$ cat config.mk
export PLATFORM = sky130hd
export DESIGN_NAME = si_out
export DESIGN_NICKNAME = d
export VERILOG_FILES = /design/src/hdl/si_pkg.sv /design/src/hdl/si_out.sv
export SDC_FILE = /design/constraint.sdc
export NUM_CORES = 1
export LEC_CHECK = 0
export BUFFER_PORTS_ARGS = -buffer_cell sky130_fd_sc_hd__buf_2
export CAP_MARGIN = 40
export CORE_AREA = 2 2 126 128
export DETAILED_ROUTE_END_ITERATION = 8
export DIE_AREA = 0 0 128 130
export GPL_TIMING_DRIVEN = 0
export SKIP_LAST_GASP = 1
export SYNTH_ARGS = -nofsm -noshare
export SYNTH_HDL_FRONTEND = slang
export SYNTH_SLANG_ARGS = --single-unit
$ cat constraint.sdc
create_clock -name i_clk -period 3.8 [get_ports i_clk]
set_clock_uncertainty 0.2 [all_clocks]
set_input_delay 0.57 -clock i_clk [delete_from_list [all_inputs] [get_ports i_clk]]
set_output_delay 0.57 -clock i_clk [all_outputs]
set_load 0.005 [all_outputs]
$ cat src/hdl/si_pkg.sv
// Package for the segment intersection block: widths, payload words and
// pipeline structs. No dependencies.
`default_nettype none
package si_pkg;
    localparam int CW  = 16;               // coordinate width
    localparam int FB  = 16;               // fraction bits of t
    localparam int DFW = CW + 1;           // coordinate difference
    localparam int PW  = 2 * DFW;          // product of two differences
    localparam int XW  = PW + 1;           // cross product
    localparam int DW  = XW - 1;           // normalized magnitude
    localparam int QW  = ((CW > FB) ? CW : FB) + 1;  // quotient bits
    localparam int NW  = DW + QW;          // division numerator
    localparam int NSTAGE_X = 5;           // difference/product/cross/normalize/multiply stages
    localparam int NSTAGE   = NSTAGE_X + QW + 1;

    typedef struct packed {
        logic signed [CW-1:0] ax;
        logic signed [CW-1:0] ay;
        logic signed [CW-1:0] bx;
        logic signed [CW-1:0] by;
        logic signed [CW-1:0] cx;
        logic signed [CW-1:0] cy;
        logic signed [CW-1:0] dx;
        logic signed [CW-1:0] dy;
    } t_seg_in;

    typedef struct packed {
        logic                 hit;
        logic [FB:0]          t_fraction;
        logic signed [CW-1:0] hit_x;
        logic signed [CW-1:0] hit_y;
    } t_seg_out;

    typedef struct packed {
        logic                 hit;
        logic                 negx;
        logic                 negy;
        logic signed [CW-1:0] ax;
        logic signed [CW-1:0] ay;
    } t_side;

    typedef struct packed {
        t_side          side;
        logic [DW-1:0]  bot;
        logic [NW-1:0]  nx;
        logic [NW-1:0]  ny;
        logic [NW-1:0]  nf;
        logic [QW-1:0]  qx;
        logic [QW-1:0]  qy;
        logic [QW-1:0]  qf;
    } t_div;
endpackage
`default_nettype wire

$ cat src/hdl/si_out.sv
// Output stage: apply sign to the scaled deltas, add the start point, zero
// fields on a miss. Depends on si_pkg.
`default_nettype none
module si_out (
    input  wire logic          i_clk,
    input  wire logic          i_en,
    input  wire si_pkg::t_div  i_data,
    output si_pkg::t_seg_out   o_data
);
    import si_pkg::*;

    localparam int SW = QW + 1;

    t_seg_out          r_out;
    logic signed [SW-1:0] dx, dy, sx, sy;

    always_comb begin
        dx = $signed({1'b0, i_data.qx});
        dy = $signed({1'b0, i_data.qy});
        sx = SW'(i_data.side.ax) + (i_data.side.negx ? -dx : dx);
        sy = SW'(i_data.side.ay) + (i_data.side.negy ? -dy : dy);
    end

    always_ff @(posedge i_clk) begin
        if (i_en) begin
            r_out.hit        <= i_data.side.hit;
            r_out.t_fraction <= i_data.side.hit ? i_data.qf[FB:0] : '0;
            r_out.hit_x      <= i_data.side.hit ? sx[CW-1:0] : '0;
            r_out.hit_y      <= i_data.side.hit ? sy[CW-1:0] : '0;
        end
    end

    assign o_data = r_out;
endmodule
`default_nettype wire

### Word level (Yosys, flattened, before mapping)

Index checks and enable logic that the tools add are counted.

* register bits: 50
* bits in latches: 0
* bits in writable memories: 0
* ROM bits: 0
* output and inout port bits: 50
* word-level logic and storage cells: 10
* memories kept: 0

* add/subtract/negate cells: 4
* multipliers: 0
* div/mod/pow operators: 0
* order comparisons: 0
* eq/ne operators: 0
* shift operators: 0
* muxes and demuxes: 2
* bitwise operators: 0
* reduce and logical (&&, ||, !) cells: 0

Operators with widths (count)
* $add A16 B16 Y16: 2
* $mux W16: 2
* $neg A16 Y16: 2

### Depth between registers and ports, before layout

* depth in word-level cells: 3
* mapped depth: 14
* gate-level depth less buffers: 14

### Worst setup path after synthesis

OpenSTA, ideal clock, no wires.

* path kind: input to register
* start: in i_data[35] (netlist name)
* end: reg r_out (netlist bit o_data[28]), data pin
* data arrival time: 3.197 ns
* data required time: 3.345 ns
* slack: 0.148 ns
* stages: 11
* buffers on the path: 0
* cells stage by stage: or3_1 -> or3_4 -> nand2_1 -> xnor2_1 -> ha_1 -> a21o_1 -> a21o_1 -> a221oi_1 -> a21oi_1 -> or3_1 -> and3_1

* word-level cells in the longest chain between the ends: 3

RTL lines
* from (decl): RTL line si_out.sv:7 `input wire si_pkg::t_div i_data,`
* $neg A16 Y16: RTL line si_out.sv:20 `sx = SW'(i_data.side.ax) + (i_data.side.negx ? -dx : dx);`
* $mux W16 (*): RTL line si_out.sv:20
* $add A16 B16 Y16 (*): RTL line si_out.sv:20
* to (decl): RTL line si_out.sv:14 `t_seg_out r_out;`

Mark *: on every way between the ends. The rest lies on a longest branch, timed or not.
A chain may end at the register's enable or synchronous reset.

### Worst setup path in the final report

Ends and elaborated chain as after synthesis.

==> metrics <==
slew margin rel. 58.46%; RD Place Congestion 0.9115; post-cts sizing count 0; Die ar. roughly 0.017 sq mm; final setup margin between 0.15 and 0.2 ns; max reg flops 50; syn avg cell area 10.21 sq um; Commonest cells post-synth 50 x edfxtp_1, 43 x and2_1, 41 x xnor2_1, 39 x ha_1, 32 x o21ai_0; Arr. time, crit path around 3.5 ns; Hold Path Class input port to flop; Max-Cap Viols 0; Yosys Warn Count 0; Layout Area Growth over Synthesis 29.02%; total track usage 14.94%; Final setup viols 0; H-Tree Level Count 2; run status complete, no violations; largest net degree at the start of global routing 27; count leader, synth edfxtp_1; pre-CTS WS -0.2759 ns; CP max FO 5; Yosys top cell area share approximately two fifths; die span in x roughly 130 microns; clk root buf clkbuf_16; final setup TNS 0 ns; Min Hold Slack 0.3574 ns; first-pass GRT wire length 18690 microns; # IOs 325; initial antenna violation count 1; Seq/Total Area, Yosys 38.70%; top_reg_cell synth edfxtp_1; hold_buf cts 0; Yosys top cell by area edfxtp_1; CP Capture Type flop; vias post-DR 3455; CTS tree done; final wirelength ~12000 microns; post-synthesis net count about 700; placed cell area 0.004816 sq mm; count of cell types in the netlist 41; final layout net count about 840; CP required approximately 3.7 ns; Post-synth EDFFs 50; Mapped Area between 0.003 and 0.004 sq mm; Remaining DRCs 0; Period Utilization, post-route 95.07%; # clock sinks 50; diode count 0; Starting DRT DRC Count 210; WHS Path Cells 2; DR pass1 iterations 4; Pins Over Slew Limit 0; Synth Register Bits 50; Final HPWL DP between 10000 and 15000 microns; maximum vdd ir drop 152.7 uV; Cells after Synth 380; Synth area leaders edfxtp_1 39%, ha_1 13%, xnor2_1 9.3%, and2_1 6.9%, o21ai_0 4.1%; fmax around 280 MHz; maximum clock path buffer count 2; Die Y-Extent 130 microns; TritonCTS buffer count 5; total congestion overflow 0; RSZ-0062 raised after global routing false; share of post-route cells with drive strength above 1 around 29%; effective utilization at floorplan between 20% and 30%; vias in the first global route between 3000 and 4000; hold-critical path endpoint o_data[42]$_SDFFCE_PN0P_; startpoint types input port; # rows 46; DRT antenna net count 0; vias per inst 4.825; Post-CTS Setup Bufs 0; Final Hold Fails 0; min Tclk post-route 3.613 ns; Slew @ Worst Pin 0.6232 ns; crit path kind input port to flop; Wirelength per Cell 17.37 microns; hold path startpoint i_data[10]; Port Buf Inserts 135; design area around 0.005 sq mm; Clk pin slew, worst setup/hold paths 0.07 ns; Post-synth ARST share 0%; static leakage power 2.119 nW; core area ~0.015 sq mm; Power Density 375.8 mW/mm^2; Pwr Total 1.881 mW
## worst max-delay path, stage by stage
cell	delay, ns
buf_2	0.10
or3_1	0.42
or3_4	0.43
nand2_1	0.10
xnor2_1	0.12
ha_1	0.31
a21o_1	0.21
a21o_1	0.18
a221oi_2	0.39
a21oi_1	0.13
or3_1	0.31
and3_1	0.18
## layout make-up
| cell class | instances | area [sq um] |
|---|---|---|
| flip-flops and latches | 50 | 1501 |
| clock buffers | 5 | 125.1 |
| plain buffers | 7 | 26.28 |
| multi-input cells | 314 | 2335 |
| well taps | 192 | 240.2 |
| clock inverters | 3 | 48.80 |
| repair buffers | 136 | 695.7 |
| inverters | 9 | 33.78 |
| fillers | 1599 | 10420 |
## power breakdown
part | internal [mW] | switching (mW) | leakage, nW
Clock | 0.315 | 0.210 | 0.0819
Sequential | 0.690 | 0.0185 | 0.482
Combinational | 0.295 | 0.352 | 1.55
## cell families (layout without fill, tap and decap cells)
logic type	after synthesis	after routing	synth area share, %
adder cells (fa/ha/maj)	41	41	13.61
AND/OR/NAND/NOR	113	113	16.48
XOR/XNOR	48	48	10.84
AO/OA/AOI/OAI	109	109	18.06
buffers and inverters	16	160	1.548
flip-flops	50	50	38.70
multiplexers	3	3	0.7740
## per-layer routing
| metal | vias up | global-route usage [%] | routed length [microns] |
|---|---|---|---|
| met5 | - | 0 | 16 |
| met4 | 2 | 2.973 | 112 |
| met3 | 12 | 10.74 | 1953 |
| met2 | 134 | 19.13 | 4591 |
| met1 | 1611 | 20.15 | 5764 |
| li1 | 1696 | - | - |
## worst max path at each step
| stage | start | to |
|---|---|---|
| floorplan | i_data[35] | o_data[28]$_SDFFCE_PN0P_ |
| global placement | i_data[35] | o_data[28]$_SDFFCE_PN0P_ |
| detailed placement | i_data[21] | o_data[15]$_SDFFCE_PN0P_ |
| CTS | i_data[21] | o_data[13]$_SDFFCE_PN0P_ |
| global route | i_data[35] | o_data[28]$_SDFFCE_PN0P_ |
| finish | i_data[35] | o_data[28]$_SDFFCE_PN0P_ |
## cells in the final DEF, fill, tap and decap left out, types with 5 or more instances in the layout
master,synthesis,routed
buf_2,0,135
edfxtp_1,50,50
and2_1,43,43
xnor2_1,41,41
ha_1,39,39
o21ai_0,32,32
nand2_1,27,27
a21oi_1,25,24
a21o_1,11,11
inv_1,9,9
o31ai_1,8,8
nor2_1,7,7
or3_1,7,7
clkbuf_1,7,7
xor2_1,7,7
nand2b_1,6,6
and3_1,6,6
a31oi_1,5,5
o21bai_1,5,5
clkbuf_16,0,5
## per-stage QoR
stage | util, % | instances
final | 32.45 | 716
after global routing | 32.45 | 716
after CTS | 32.35 | 716
after detailed placement | 31.22 | 708
after global placement | 31.09 | 707
after floorplan | - | 380
(Power assumes the default switching activity.)
